$ cat src/deq_pkg.sv
// shared types and codes for the double-ended queue
// no dependencies; used by every module of the block
package deq_pkg;

  localparam int DataW  = 32;
  localparam int OpW    = 3;
  localparam int StatW  = 2;
  localparam int CountW = 5;

  // operation codes
  localparam logic [OpW-1:0] OP_DUMP       = 3'd0;
  localparam logic [OpW-1:0] OP_PUSH_FRONT = 3'd1;
  localparam logic [OpW-1:0] OP_PUSH_BACK  = 3'd2;
  localparam logic [OpW-1:0] OP_POP_FRONT  = 3'd3;
  localparam logic [OpW-1:0] OP_POP_BACK   = 3'd4;

  // status codes
  localparam logic [StatW-1:0] ST_OK    = 2'd0;
  localparam logic [StatW-1:0] ST_EMPTY = 2'd1;
  localparam logic [StatW-1:0] ST_FULL  = 2'd2;

  typedef struct packed {
    logic [OpW-1:0]          op;
    logic signed [DataW-1:0] value;
  } deq_cmd_t;

  typedef struct packed {
    logic signed [DataW-1:0] value_res;
    logic [StatW-1:0]        status;
    logic [CountW-1:0]       count;
    logic                    last;
  } deq_res_t;

endpackage

$ cat src/deq_ram.sv
// ring store of the double-ended queue: one write and one read port
// depends on deq_pkg for the data width; read data registered
module deq_ram import deq_pkg::*; #(
  parameter int DEPTH = 16,
  parameter int AW    = 4
) (
  input  logic                    clk,
  input  logic                    we,
  input  logic [AW-1:0]           waddr,
  input  logic signed [DataW-1:0] wdata,
  input  logic                    re,
  input  logic [AW-1:0]           raddr,
  output logic signed [DataW-1:0] rdata
);

  logic signed [DataW-1:0] mem [DEPTH];

  // write port
  always_ff @(posedge clk) begin
    if (we) begin
      mem[waddr] <= wdata;
    end
  end

  // registered read port
  always_ff @(posedge clk) begin
    if (re) begin
      rdata <= mem[raddr];
    end
  end

endmodule

$ cat src/double_ended_queue_top.sv
// double-ended queue of signed 32-bit words held in a ring memory
// depends on deq_pkg and deq_ram
//
// Usage: a command word (op, value) is taken at a clock edge where start is
// high and busy is low. Results come out on res, one word per cycle while
// res_valid is high; the receiver has no way to stall them.
// Push: result strobed the cycle after the command; busy stays low, so a
// new command may follow every cycle.
// Pop: the ring memory is read once (registered read port); the result
// strobe is registered after the read data returns, and busy is high for one cycle.
// Dump: one memory read per cycle for each held element, front to back;
// results are strobed on back-to-back cycles, each registered after its read
// returns, the final one flagged last. Busy stays high until the last read
// returns. An empty pop or dump, or a refused push, answers the cycle after
// the command. Unknown op codes are taken and give no result.
// Reset clears head and count at once; no clearing pass of the memory.
module double_ended_queue_top import deq_pkg::*; #(
  parameter int DEPTH = 16
) (
  input  logic     clk,
  input  logic     rst,
  input  logic     start,
  input  deq_cmd_t cmd,
  output logic     busy,
  output logic     res_valid,
  output deq_res_t res
);

  localparam int AW = (DEPTH > 1) ? $clog2(DEPTH) : 1;
  localparam int CW = $clog2(DEPTH + 1);
  localparam int SW = CW + 1;

  localparam logic S_IDLE = 1'b0;
  localparam logic S_DUMP = 1'b1;

  logic          state, state_next;
  logic [AW-1:0] head, head_next;
  logic [CW-1:0] cnt, cnt_next;
  logic [CW-1:0] dump_k, dump_k_next;
  logic          rd_pend, rd_pend_next;
  logic          rd_last, rd_last_next;

  logic                    accept;
  logic                    is_full, is_empty;
  logic [CW-1:0]           off;
  logic [SW-1:0]           sum, wrapped;
  logic [AW-1:0]           addr_off, head_inc, head_dec;
  logic                    we, re;
  logic [AW-1:0]           waddr;
  logic signed [DataW-1:0] rdata;
  logic                    imm_valid;
  logic [StatW-1:0]        imm_status;

  assign busy     = (state == S_DUMP) || rd_pend;
  assign accept   = start && !busy;
  assign is_full  = (cnt == CW'(DEPTH));
  assign is_empty = (cnt == '0);

  // offset from head for the shared ring address adder
  always_comb begin
    off = '0;
    if (state == S_DUMP) begin
      off = dump_k;
    end else begin
      case (cmd.op)
        OP_PUSH_BACK: off = cnt;
        OP_POP_BACK:  off = cnt - CW'(1);
        default:      off = '0;
      endcase
    end
  end

  // head plus offset, modulo depth
  assign sum      = SW'(head) + SW'(off);
  assign wrapped  = (sum >= SW'(DEPTH)) ? (sum - SW'(DEPTH)) : sum;
  assign addr_off = AW'(wrapped);
  assign head_inc = (head == AW'(DEPTH - 1)) ? '0 : (head + AW'(1));
  assign head_dec = (head == '0) ? AW'(DEPTH - 1) : (head - AW'(1));

  // command sequencer
  always_comb begin
    state_next   = state;
    head_next    = head;
    cnt_next     = cnt;
    dump_k_next  = dump_k;
    rd_pend_next = 1'b0;
    rd_last_next = 1'b0;
    we           = 1'b0;
    waddr        = addr_off;
    re           = 1'b0;
    imm_valid    = 1'b0;
    imm_status   = ST_OK;
    if (state == S_DUMP) begin
      re           = 1'b1;
      rd_pend_next = 1'b1;
      rd_last_next = (dump_k == cnt - CW'(1));
      dump_k_next  = dump_k + CW'(1);
      if (dump_k == cnt - CW'(1)) begin
        state_next = S_IDLE;
      end
    end else if (accept) begin
      unique case (cmd.op)
        OP_DUMP: begin
          if (is_empty) begin
            imm_valid  = 1'b1;
            imm_status = ST_EMPTY;
          end else begin
            re           = 1'b1;
            rd_pend_next = 1'b1;
            rd_last_next = (cnt == CW'(1));
            dump_k_next  = CW'(1);
            if (cnt != CW'(1)) begin
              state_next = S_DUMP;
            end
          end
        end
        OP_PUSH_FRONT: begin
          imm_valid = 1'b1;
          if (is_full) begin
            imm_status = ST_FULL;
          end else begin
            we        = 1'b1;
            waddr     = head_dec;
            head_next = head_dec;
            cnt_next  = cnt + CW'(1);
          end
        end
        OP_PUSH_BACK: begin
          imm_valid = 1'b1;
          if (is_full) begin
            imm_status = ST_FULL;
          end else begin
            we       = 1'b1;
            cnt_next = cnt + CW'(1);
          end
        end
        OP_POP_FRONT: begin
          if (is_empty) begin
            imm_valid  = 1'b1;
            imm_status = ST_EMPTY;
          end else begin
            re           = 1'b1;
            rd_pend_next = 1'b1;
            rd_last_next = 1'b1;
            head_next    = head_inc;
            cnt_next     = cnt - CW'(1);
          end
        end
        OP_POP_BACK: begin
          if (is_empty) begin
            imm_valid  = 1'b1;
            imm_status = ST_EMPTY;
          end else begin
            re           = 1'b1;
            rd_pend_next = 1'b1;
            rd_last_next = 1'b1;
            cnt_next     = cnt - CW'(1);
          end
        end
        default: begin
        end
      endcase
    end
  end

  // control registers
  always_ff @(posedge clk) begin
    if (rst) begin
      state   <= S_IDLE;
      head    <= '0;
      cnt     <= '0;
      dump_k  <= '0;
      rd_pend <= 1'b0;
      rd_last <= 1'b0;
    end else begin
      state   <= state_next;
      head    <= head_next;
      cnt     <= cnt_next;
      dump_k  <= dump_k_next;
      rd_pend <= rd_pend_next;
      rd_last <= rd_last_next;
    end
  end

  // result strobe
  always_ff @(posedge clk) begin
    if (rst) begin
      res_valid <= 1'b0;
    end else begin
      res_valid <= rd_pend || imm_valid;
    end
  end

  // result word: memory data when a read returns, else a status-only word
  always_ff @(posedge clk) begin
    if (rd_pend) begin
      res.value_res <= rdata;
      res.status    <= ST_OK;
      res.count     <= CountW'(cnt);
      res.last      <= rd_last;
    end else begin
      res.value_res <= '0;
      res.status    <= imm_status;
      res.count     <= CountW'(cnt_next);
      res.last      <= 1'b1;
    end
  end

  deq_ram #(
    .DEPTH(DEPTH),
    .AW   (AW)
  ) u_ram (
    .clk  (clk),
    .we   (we),
    .waddr(waddr),
    .wdata(cmd.value),
    .re   (re),
    .raddr(addr_off),
    .rdata(rdata)
  );

endmodule

$ cat config.mk
export PLATFORM = sky130hd
export DESIGN_NAME = double_ended_queue_top
export DESIGN_NICKNAME = d
export VERILOG_FILES = /design/src/deq_pkg.sv /design/src/deq_ram.sv /design/src/double_ended_queue_top.sv
export SDC_FILE = /design/constraint.sdc
export NUM_CORES = 1
export LEC_CHECK = 0
export BUFFER_PORTS_ARGS = -buffer_cell sky130_fd_sc_hd__buf_4
export CELL_PAD_IN_SITES_DETAIL_PLACEMENT = 0
export CELL_PAD_IN_SITES_GLOBAL_PLACEMENT = 1
export CORE_UTILIZATION = 55
export CTS_CLUSTER_SIZE = 8
export DETAILED_ROUTE_END_ITERATION = 8
export GPL_ROUTABILITY_DRIVEN = 0
export HOLD_SLACK_MARGIN = 0.1
export PLACE_DENSITY_LB_ADDON = 0.1
export SYNTH_ARGS = -nofsm -noshare
export SYNTH_HDL_FRONTEND = slang
export SYNTH_SLANG_ARGS = --single-unit
$ cat constraint.sdc
create_clock -name clk -period 14.35 [get_ports clk]
set_input_delay 2.87 -clock clk [delete_from_list [all_inputs] [get_ports clk]]
set_output_delay 2.87 -clock clk [all_outputs]
set_load 0.02 [all_outputs]
-- Word-level counts from Yosys, hierarchy flattened
Memories as Yosys holds them, arrays and structs flattened. A register that Yosys moved wholly into a read port is not among the register bits.
Cells that the tools add are included.
- register bits after elaboration: 58
- bits in writable memories: 512
- bits of input ports: 38
- output and inout bits: 42
- word-level logic and storage cells: 99
- memories: 1
- memory list (name ; words ; bits a word ; read ports ; clocked after Yosys merged registers in ; write ports ; RTL line ; source):
    u_ram.mem ; 16 ; 32 ; 1 ; 1 ; 1 ; deq_ram.sv:16 ; logic signed [DataW-1:0] mem [DEPTH];
- $add $sub $neg: 7
- magnitude comparators: 1
- eq/ne operators: 12
- muxes and demuxes: 49
- bitwise logic cells: 2
- reductions and logical operators: 16
- operators with widths (cell ; number):
    two-way mux 5 bit ; 9
    two-way mux 4 bit ; 9
    two-way mux 1 bit ; 23
    case mux 5 bit (2 select lines) ; 2
    adder 5 x 1 -> 5 bit (second input constant) ; 2
    case mux 4 bit (2 select lines) ; 1
    subtractor 4 x 1 -> 4 bit (second input constant) ; 2
    adder 4 x 5 -> 6 bit ; 1
    == test 3 x 2 -> 1 bit (second input constant) ; 2
    greater-or-equal comparator 6 x 5 -> 1 bit (second input constant) ; 1
    two-way mux 6 bit ; 1
    inequality test 2 bit (second input constant) ; 3
    nonzero test 2 bit ; 3
    OR reduction 3 bit ; 2
    == test 5 x 1 -> 1 bit (second input constant) ; 1
    == test 5 bit ; 1
    == test 5 bit (second input constant) ; 1
    logical NOT 5 bit ; 1
    inequality test 5 x 1 -> 1 bit (second input constant) ; 1
    AND reduction 5 bit ; 1
    subtractor 5 x 1 -> 5 bit (second input constant) ; 1
    adder 4 x 1 -> 4 bit (second input constant) ; 1
    == test 4 bit (second input constant) ; 1
    logical NOT 4 bit ; 1
    other kinds (12) ; 16

-- Depth between registers and ports, before layout
Gate-level depths: netlist of the first run.
- depth after elaboration: 10
- depth in mapped cells: 15
- depth with buffers taken out: 12

-- Modules after synthesis
Synthesis of the first run repeated with hierarchy kept, for this count alone.
- cells, all modules: 1135
- area total of the unflattened synthesis: 22897.0 µm²
- modules (own cells, without submodules) (module ; instances ; cells each ; area an instance (µm²) ; seq. area each (µm²)):
    deq_ram ; 1 ; 838 ; 20155.6 ; 16335.7
    double_ended_queue_top ; 1 ; 297 ; 2741.4 ; 1161.1

-- Worst setup path before layout of the first run
Ideal clock, no wire load.
- path type: input -> register
- start point: input port cmd[34] (netlist bit)
- end point: memory u_ram.mem[12][0], enable pin
- library setup time: 0.432 ns
- arrival: 7.196 ns
- data required time: 13.918 ns
- setup slack: 6.722 ns
- stages on the path: 14
- path buffers: 5
- path through: clkbuf_1 > clkbuf_1 > nand2b_1 > o21ai_0 > a22o_1 > ha_1 > inv_1 > fa_1 > clkbuf_1 > clkbuf_1 > clkbuf_1 > nor3b_1 > o21ai_0 > a21oi_1
- word-level cells in the longest chain between the ends: 10
- elaborated cells between the ends (all ways): 19
- classes of those cells: add/sub (2); order compare (1); eq/ne (3); mux (12); reduce/logical (1)
- RTL lines (what ; RTL line ; source):
    from (decl) ; double_ended_queue_top.sv:23 ; input deq_cmd_t cmd,
    == test 3 bit or == test 3 x 2 -> 1 bit (tied branches) ; double_ended_queue_top.sv:65, double_ended_queue_top.sv:102 ;
    case mux 5 bit (2 select lines) ; double_ended_queue_top.sv:65 ; case (cmd.op)
    two-way mux 5 bit ; double_ended_queue_top.sv:62 ; if (state == S_DUMP) begin
    adder 4 x 5 -> 6 bit ; double_ended_queue_top.sv:74 ; assign sum = SW'(head) + SW'(off);
    greater-or-equal comparator 6 x 5 -> 1 bit or subtractor 4 x 1 -> 4 bit (tied branches) ; double_ended_queue_top.sv:75 ; assign wrapped = (sum >= SW'(DEPTH)) ? (sum - SW'(DEPTH)) : sum;
    two-way mux 4 bit ; double_ended_queue_top.sv:75 ;
    two-way mux 4 bit ; double_ended_queue_top.sv:119 ; if (is_full) begin
    two-way mux 4 bit ; double_ended_queue_top.sv:102 ; unique case (cmd.op)
    two-way mux 4 bit ; double_ended_queue_top.sv:101 ; end else if (accept) begin
    two-way mux 4 bit ; double_ended_queue_top.sv:93 ; if (state == S_DUMP) begin
    to (decl) ; deq_ram.sv:16 ;
Several ways; a longest one is shown, not always the timed one.

-- Final worst setup path of the first run
- start point: input port cmd[33] (netlist bit)
- end point: register u_ram.rdata[24] (read register of u_ram.mem) (data pin)
- word-level cells in the longest chain between the ends: 6
- elaborated cells between the ends (all ways): 14
- classes of those cells: add/sub (2); order compare (1); eq/ne (3); mux (6); reduce/logical (2)
- RTL lines (what ; RTL line ; source):
    == test 3 bit or == test 3 x 2 -> 1 bit (tied branches) ; double_ended_queue_top.sv:65, double_ended_queue_top.sv:102 ;
    case mux 5 bit (2 select lines) ; double_ended_queue_top.sv:65 ;
    two-way mux 5 bit ; double_ended_queue_top.sv:62 ;
    adder 4 x 5 -> 6 bit ; double_ended_queue_top.sv:74 ;
    greater-or-equal comparator 6 x 5 -> 1 bit or subtractor 4 x 1 -> 4 bit (tied branches) ; double_ended_queue_top.sv:75 ;
    two-way mux 4 bit ; double_ended_queue_top.sv:75 ;
    to (decl) ; deq_ram.sv:13 ; output logic signed [DataW-1:0] rdata
Several ways; a longest one is shown, not always the timed one.
A chain may end at the register's enable or synchronous reset.

==> impl_metrics.csv, run 1 <==
group,metric,value,unit
sta,worst_pin_slew,1068,ps
synth,ys_seq_area_frac,0.7497,
floorplan,pin_count,80,
place,dpl.hpwl,24620,µm
detailed_routing,drt_first_pass_iters,5,
floorplan,die_y,208,µm
detailed_routing,drt_iter0_drc,889,
floorplan,die_w,208,µm
run_status,status,"complete, no violations",
clocking,cts_tree,"built",
clocking,cts_setup_buffers,0,
sta,setup_viol,0,
sta,finalSetupTns,0,ps
place,pre_cts_slack,6713,ps
detailed_routing,wl_per_cell,26.75,µm
clocking,h-tree-depth,3,
clocking,numCtsBuffers,85,
critical_path,rrSetupSlack,8950,ps
critical_path,slowest_delay,1430,ps
clocking,clk_pin_slew_worst_paths,50,ps
clocking,hold_buffers,0,
critical_path,critical_path_required,14670,ps
synth,ys.flop_type,"edfxtp_1",
synth,syn-num-nets,1149,
sta,period_needed,7008,ps
cells_and_area,nNetsFinal,1283,
synth,postSynth.asyncResetShare,0,
critical_path,crit_chain,"buf_4, nor2b_1, nand2_1, o21ai_0, a22o_1, ha_4, inv_1, fa_4, buf_4, mux4_2, mux4_1",
global_routing,antenna_found_initial,0,
place,portBuffers,79,
sta,max_freq,0.1427,GHz
sta,rsz0062_at_grt,"no",
place,dp_cells,1686,
clocking,cts_root_buf,"clkbuf_16",
sta,maxSlewViolCount,0,
critical_path,cp-start-kind,"input port",
pwr,total_power,4.128,mW
cells_and_area,drive_gt1_frac,0.2734,
floorplan,die_area,0.04326,mm²
sta,fin_worst_skew,27.24,ps
critical_path,critPathBufInv,3,
clocking,cts_resized,0,
sta,setup_ws,7342,ps
global_routing,grt_usage,0.2369,
critical_path,critPathArrivalTime,7330,ps
detailed_routing,remaining_drc_errors,0,
clocking,clk_latency,600,ps
critical_path,crit_slowest_cell,"fa_4",
floorplan,core,0.04195,mm²
critical_path,crit_path_end_kind,"flip-flop",
detailed_routing,routed_wl,49250,µm
run,maxCapViolCount,0,
critical_path,worstSetupPathType,"input port to flip-flop",
cells_and_area,ff_latch_area,0.01750,mm²
synth,yosys_warnings,0,
synth,post_synth_num_cell_types,60,
global_routing,grt-ovfl-total,0,
worst_hold_path,hold_path.class,"flip-flop to flip-flop",
synth,synth_edf_count,544,
pwr,peakVddDrop,179.9,µV
global_routing,grt_max_degree,73,
cells_and_area,instances_no_fill,1841,
global_routing,grt_pass1_wl,74290,µm
clocking,clock_sinks,602,
cells_and_area,nFillCells,2824,
pwr,p_per_area,151.5,mW/mm²
synth,syn_avg_cell_area,21.22,µm²
critical_path,crit_family,"adder cells",
sta,fin_crit_sh,0.4884,
clocking,clockBufferDepth,3,
detailed_routing,via_count,11224,
synth,ys_seq_elements,602,
floorplan,start_util,0.5564,
critical_path,crit_top_cell,"buf_4",
cells_and_area,antenna_cells,0,
synth,netlist_instances,1100,
detailed_routing,viasPerCell,6.097,
global_routing,grt_pass1_vias,11843,
cells_and_area,multi_input_area,0.005738,mm²
critical_path,crit_fanout,72,
sta,relSlewSlack,0.2880,
floorplan,row_count,75,
cells_and_area,utilization,0.6494,
detailed_routing,drt.antenna.violating_nets,0,
synth,syn_area,0.02334,mm²
cells_and_area,area_growth,16.71,%
sta,hold_viol_final,0,
pwr,p_leak,8.944,nW
-- synthesized netlist by cell type (all sizes together) (11+ instances only) --
cell / count / area (µm²)
nand3: 13 / 65.06
mux4: 160 / 3724
and2: 32 / 200.2
nand2: 23 / 86.33
dfxtp: 58 / 1161
buf: 21 / 133.9
inv: 11 / 41.29
a21oi: 31 / 166.4
o21ai: 20 / 100.1
clkbuf: 40 / 151.4
edfxtp: 544 / 16340
nor2: 15 / 56.30
-- where the power goes --
part	internal [mW]	switching, mW	total, mW
Clock	1.14	0.695	1.83
Combinational	0.166	0.172	0.338
Sequential	1.95	0.0122	1.96
-- metrics by stage --
| step | hold slack, ps | area (µm²) |
|---|---|---|
| 2_1_floorplan | 386.3 | 23340 |
| 3_3_place_gp | 388.6 | 24760 |
| 3_5_place_dp | 405.0 | 24760 |
| 4_1_cts | 413.2 | 27240 |
| 5_1_grt | 428.8 | 27240 |
| 6_report | 408.0 | 27240 |
-- flip-flops by register name (all words and copies together) (netlist names) --
| name | flops |
|---|---|
| u_ram.rdata | 32 |
| res | 40 |
| head | 4 |
| res_valid | 1 |
| rd_pend | 1 |
| cnt | 5 |
| rd_last | 1 |
| dump_k | 5 |
| state | 1 |
| u_ram.mem | 512 |
-- cell families (layout without fill, tap and decap cells) --
family,Yosys count,in the layout,synth area share
muxes,166,166,0.1621
xor gates and xnor gates,14,14,0.006058
buffers and inverters,72,274,0.01399
AOI/OAI and AO/OA,97,97,0.02804
DFF,602,602,0.7497
and+or+nand+nor,138,138,0.03393
adders and majority gates,11,11,0.006219
-- final cells by class --
cell class / count / area share
sequential: 602 / 0.6423
tap: 539 / 0.02476
clock buffer: 150 / 0.08782
multi-input combinational: 426 / 0.2106
timing repair buffer: 108 / 0.02976
inverter: 11 / 0.001516
clock inverter: 5 / 0.003215
-- metal layers --
layer,vias up,part of all wire,GRT usage
met5,-,0,0
met4,0,0.020,0.06948
met3,83,0.047,0.04558
met2,314,0.50,0.3934
met1,5939,0.43,0.3230
li1,4888,-,-
-- layout by cell type (no fill, tap or decap), types with 11 or more instances in the layout --
cell         n
a21oi_1     14
a21oi_4     17
and2_1      32
buf_4      108
clkbuf_1    64
clkbuf_16   86
dfxtp_1     58
edfxtp_1   544
inv_1       11
mux4_1      32
mux4_2     128
nand2_1     22
nand3_1     13
nor2_1      15
o21ai_0     20
-- worst paths after layout --
path                endpoint  depth (start not counted)  startpoint
max          u_ram.rdata[24]                         11     cmd[33]
min                   res[0]                          1     rd_last
max reg2reg  u_ram.rdata[24]                          9      cnt[0]
min reg2reg           res[0]                          1     rd_last
Note: power is estimated with default switching activity, not from simulation.
==> inputs of run 2 (changes only) <==
Clock period 14.35 ns to 6.75 ns, I/O delays scaled along.
==> run 2 against run 1 <==
Net effect:
- register-to-register slack worse by 7000 ps
- total power is 110% higher
- non-clock buffer count down 2
- via count down 0.21%
- highest routed layer unchanged
- combinational power rose by 120%
- largest cell class unchanged
==> impl_metrics.csv, run 2 (synthesis gave the netlist of run 1 again) <==
group,metric,value,unit
run_status,status,"complete, no violations",
pwr,peakVddDrop,299.2,µV
pwr,p_per_area,322.7,mW/mm²
critical_path,slowest_delay,1100,ps
sta,finalSetupTns,0,ps
cells_and_area,nNetsFinal,1281,
cells_and_area,antenna_cells,0,
clocking,cts_resized,0,
critical_path,worstSetupPathType,"input port to flip-flop",
detailed_routing,viasPerCell,6.084,
cells_and_area,drive_gt1_frac,0.2734,
floorplan,row_count,75,
sta,worst_pin_slew,1199,ps
detailed_routing,wl_per_cell,26.76,µm
cells_and_area,largestRegisters,"u_ram.mem (512), res (40), u_ram.rdata (32)",
sta,fin_worst_skew,18.99,ps
critical_path,cp-start-kind,"input port",
clocking,cts_setup_buffers,0,
cells_and_area,largest_reg_flops,512,
detailed_routing,routed_wl,49270,µm
global_routing,grt_usage,0.2362,
detailed_routing,drt_iter0_drc,888,
detailed_routing,remaining_drc_errors,0,
clocking,h-tree-depth,3,
clocking,cts_tree,"built",
detailed_routing,drt.antenna.violating_nets,0,
worst_hold_path,hold_path.class,"flip-flop to flip-flop",
clocking,numCtsBuffers,85,
critical_path,crit_fanout,26,
place,dpl.hpwl,26230,µm
critical_path,critPathArrivalTime,5180,ps
critical_path,crit_path_end_kind,"flip-flop",
cells_and_area,instances_no_fill,1841,
floorplan,pin_count,80,
floorplan,die_area,0.04326,mm²
floorplan,die_w,208,µm
global_routing,antenna_found_initial,0,
cells_and_area,layout_commonest_cell,"edfxtp_1",
place,portBuffers,79,
global_routing,grt-ovfl-total,0,
clocking,clk_latency,610,ps
detailed_routing,drt_first_pass_iters,7,
detailed_routing,via_count,11200,
critical_path,critical_path_required,7040,ps
critical_path,crit_chain,"buf_4, nor2b_1, nand2_1, o21ai_0, a22o_1, ha_4, inv_1, fa_4, nor3b_1, o21ai_0, a21oi_4, buf_12",
floorplan,die_y,208,µm
sta,relSlewSlack,0.1921,
clocking,clockBufferDepth,3,
cells_and_area,largest-register,"u_ram.mem",
sta,setup_viol,0,
global_routing,grt_max_degree,65,
floorplan,start_util,0.5564,
clocking,cts_root_buf,"clkbuf_16",
sta,period_needed,4890,ps
clocking,hold_buffers,0,
sta,hold_viol_final,0,
cells_and_area,final_cell_mix,"544 x edfxtp_1, 128 x mux4_2, 97 x buf_4",
sta,rsz0062_at_grt,"no",
pwr,p_leak,8.984,nW
run,maxCapViolCount,0,
critical_path,crit_slowest_cell,"fa_4",
floorplan,core,0.04195,mm²
sta,maxSlewViolCount,0,
critical_path,critPathBufInv,3,
critical_path,crit_family,"compound AO/OA/AOI/OAI gates",
clocking,clk_pin_slew_worst_paths,50,ps
cells_and_area,area_growth,17.33,%
critical_path,crit_top_cell,"o21ai_0",
sta,fin_crit_sh,0.7244,
clocking,clock_sinks,602,
place,dp_cells,1684,
global_routing,grt_pass1_wl,73640,µm
sta,max_freq,0.2045,GHz
global_routing,grt_pass1_vias,11692,
-- run 2: changes by cell type in the layout (fill, tap and decap cells not counted), sizes merged --
cell | before | now
buf | 108 | 106
clkinv | 3 | 5
-- run 2: through the flow --
stage / total power [mW] / hold WS (ps) / util / area (µm²) / setup WS [ps]
CTS: 8.929 / 405.0 / 0.6529 / 27390 / 1849
global placement: 4.977 / 390.1 / 0.5926 / 24860 / 1331
finish: 8.838 / 402.6 / 0.6529 / 27390 / 1860
detailed placement: 4.986 / 393.0 / 0.5926 / 24860 / 1238
global route: 9.117 / 412.3 / 0.6529 / 27390 / 1651
floorplan: 4.742 / 386.3 / - / 23340 / 641.9
-- run 2: cell type report --
class                   count  area, µm²
multi-input cells         426       5738
repair buffers            106      908.4
well taps                 539      674.4
clock buffers             150       2392
flip-flops and latches    602      17500
clock inverters             7      133.9
inverters                  11      41.29
fillers                  2754      14560
-- run 2: layer usage --
metal / GRT usage / vias to the layer above / share of wire
met4: 0.07356 / 0 / 0.018
met5: 0 / - / 0
met2: 0.3817 / 300 / 0.50
li1: - / 4876 / -
met3: 0.04755 / 76 / 0.046
met1: 0.3284 / 5948 / 0.44
-- run 2: where the power goes --
group | switching (mW) | leakage, nW | internal (mW)
clock | 1.51 | 1.19 | 2.43
sequential | 0.0273 | 5.36 | 4.14
combinational | 0.384 | 2.43 | 0.355
total | 1.92 | 8.98 | 6.92
-- run 2: worst paths after layout --
kind	startpoint	endpoint	slack, ps	depth (start not counted)
worst max-delay path	cmd[33]	u_ram.mem[12][8]	1860	12
worst min-delay path	rd_last	res[0]	400	1
worst max register to register	cnt[0]	u_ram.mem[12][8]	1950	10
worst min register to register	rd_last	res[0]	400	1
==> inputs of run 3 (changes only) <==
Clock period 6.75 ns to 4.8 ns, I/O delays scaled along.
==> run 3 against run 2 <==
Net effect:
- clock-buffer cell count is 3 lower
- core utilization is 0.44 points higher
- first-iteration DRC count rose by 3.8%
- die area did not move
- worst hold slack improved by 3.8 ps
- total power increased by 39%
- non-clock buffer count rose by 28
- critical endpoint is now u_ram.mem[5][20]
- highest routed layer is now met5
==> impl_metrics.csv, run 3 (synthesis gave the netlist of run 1 again) <==
group,metric,value,unit
critical_path,cp-start-kind,"flip-flop",
cells_and_area,final_cell_mix,"544 x edfxtp_1, 128 x mux4_2, 120 x buf_4",
critical_path,worstSetupPathType,"flip-flop to flip-flop",
cells_and_area,antenna_cells,0,
clocking,clock_sinks,602,
sta,fin_crit_sh,0.8090,
detailed_routing,wl_per_cell,26.59,µm
run,maxCapViolCount,0,
floorplan,die_y,208,µm
sta,rsz0062_at_grt,"no",
detailed_routing,via_count,11373,
clocking,hold_buffers,0,
cells_and_area,largestRegisters,"u_ram.mem (512), res (40), u_ram.rdata (32)",
critical_path,crit_chain,"inv_1, ha_1, xor2_1, nand2_1, o21ai_0, a22o_1, ha_1, and3_1, nor3_1, nor3_1, mux2i_1, a21oi_4, buf_4",
clocking,clk_pin_slew_worst_paths,50,ps
critical_path,critPathArrivalTime,4180,ps
place,portBuffers,79,
floorplan,core,0.04195,mm²
sta,period_needed,3883,ps
global_routing,grt_pass1_wl,74100,µm
detailed_routing,routed_wl,49580,µm
critical_path,slowest_delay,760,ps
cells_and_area,area_growth,18.13,%
clocking,clockBufferDepth,3,
critical_path,reg2regPathDepth,13,
floorplan,die_area,0.04326,mm²
critical_path,crit_fanout,19,
floorplan,row_count,75,
global_routing,grt-ovfl-total,0,
critical_path,crit_slowest_cell,"mux2i_1",
sta,hold_slack,406.4,ps
clocking,cts_root_buf,"clkbuf_16",
detailed_routing,drt.antenna.violating_nets,0,
critical_path,crit_path_end_kind,"flip-flop",
run_status,status,"complete, no violations",
sta,setup_viol,0,
global_routing,grt_pass1_vias,11735,
cells_and_area,layout_commonest_cell,"edfxtp_1",
cells_and_area,nNetsFinal,1309,
sta,maxSlewViolCount,0,
clocking,h-tree-depth,3,
sta,finalSetupTns,0,ps
sta,fin_worst_skew,24.33,ps
place,pre_cts_slack,366.4,ps
critical_path,crit_family,"multiplexers",
place,dpl.hpwl,26170,µm
detailed_routing,drt_first_pass_iters,5,
clocking,numCtsBuffers,85,
floorplan,die_w,208,µm
critical_path,critical_path_required,5100,ps
floorplan,pin_count,80,
sta,setup_ws,917.0,ps
detailed_routing,viasPerCell,6.098,
cells_and_area,drive_gt1_frac,0.2888,
pwr,p_leak,9.112,nW
global_routing,antenna_found_initial,2,
detailed_routing,drt_iter0_drc,922,
sta,max_freq,0.2575,GHz
cells_and_area,largest-register,"u_ram.mem",
critical_path,critPathBufInv,2,
clocking,cts_resized,0,
clocking,cts_tree,"built",
sta,hold_viol_final,0,
worst_hold_path,hold_path.class,"flip-flop to flip-flop",
global_routing,grt_usage,0.2373,
critical_path,cp_num_cells,13,
global_routing,grt_max_degree,65,
floorplan,start_util,0.5564,
clocking,clk_latency,610,ps
detailed_routing,remaining_drc_errors,0,
sta,worst_pin_slew,935.0,ps
cells_and_area,largest_reg_flops,512,
pwr,peakVddDrop,291.1,µV
pwr,p_per_area,446.8,mW/mm²
worst_hold_path,min_path_cells,1,
sta,relSlewSlack,0.3588,
clocking,cts_setup_buffers,0,
run 3: path summary, 6_finish.rpt:
| kind | from | to | slack (ps) |
|---|---|---|---|
| setup reg to reg | cnt[1] | u_ram.mem[5][20] | 920 |
| setup / recovery | cnt[1] | u_ram.mem[5][20] | 920 |
| hold / removal | rd_last | res[0] | 410 |
| hold reg to reg | rd_last | res[0] | 410 |
run 3: where the power goes:
part / leakage (nW) / switching (mW) / total [mW] / internal (mW)
sequential: 5.36 / 0.0252 / 5.84 / 5.82
combinational: 2.59 / 0.539 / 1.06 / 0.518
clock: 1.16 / 2.08 / 5.42 / 3.33
run 3: cell type report:
type / count / area [µm²]
inverter: 11 / 41.29
fill: 2801 / 14380
multi-input combinational: 426 / 5738
clock buffer: 147 / 2381
clock inverter: 6 / 58.81
sequential: 602 / 17500
timing repair buffer: 134 / 1181
tap: 539 / 674.4
run 3: metrics by stage:
stage | cells | total power [mW] | util | cell area, µm²
global route | 1865 | 12.71 | 0.6573 | 27570
CTS | 1865 | 12.45 | 0.6573 | 27570
global placement | 1712 | 7.004 | 0.5991 | 25130
finish | 1865 | 12.32 | 0.6573 | 27570
detailed placement | 1712 | 7.017 | 0.5991 | 25130
floorplan | 1100 | 6.673 | - | 23400
run 3: per-layer routing:
metal  share of wire  GRT usage  up-vias
li1                -          -     4934
met1            0.43     0.3345     5986
met2            0.49     0.3785      368
met3           0.061    0.04830       83
met4           0.022    0.07356        2
met5         0.00036          0        -
run 3: worst reg2reg max path, cell delays in order (launching register included):
cell and delay (ps):
dfxtp_1 300, inv_1 110, ha_1 250, xor2_1 310, nand2_1 80, o21ai_0 170, a22o_1 170, ha_1 340
and3_1 210, nor3_1 310, nor3_1 120, mux2i_1 760, a21oi_4 100, buf_4 310
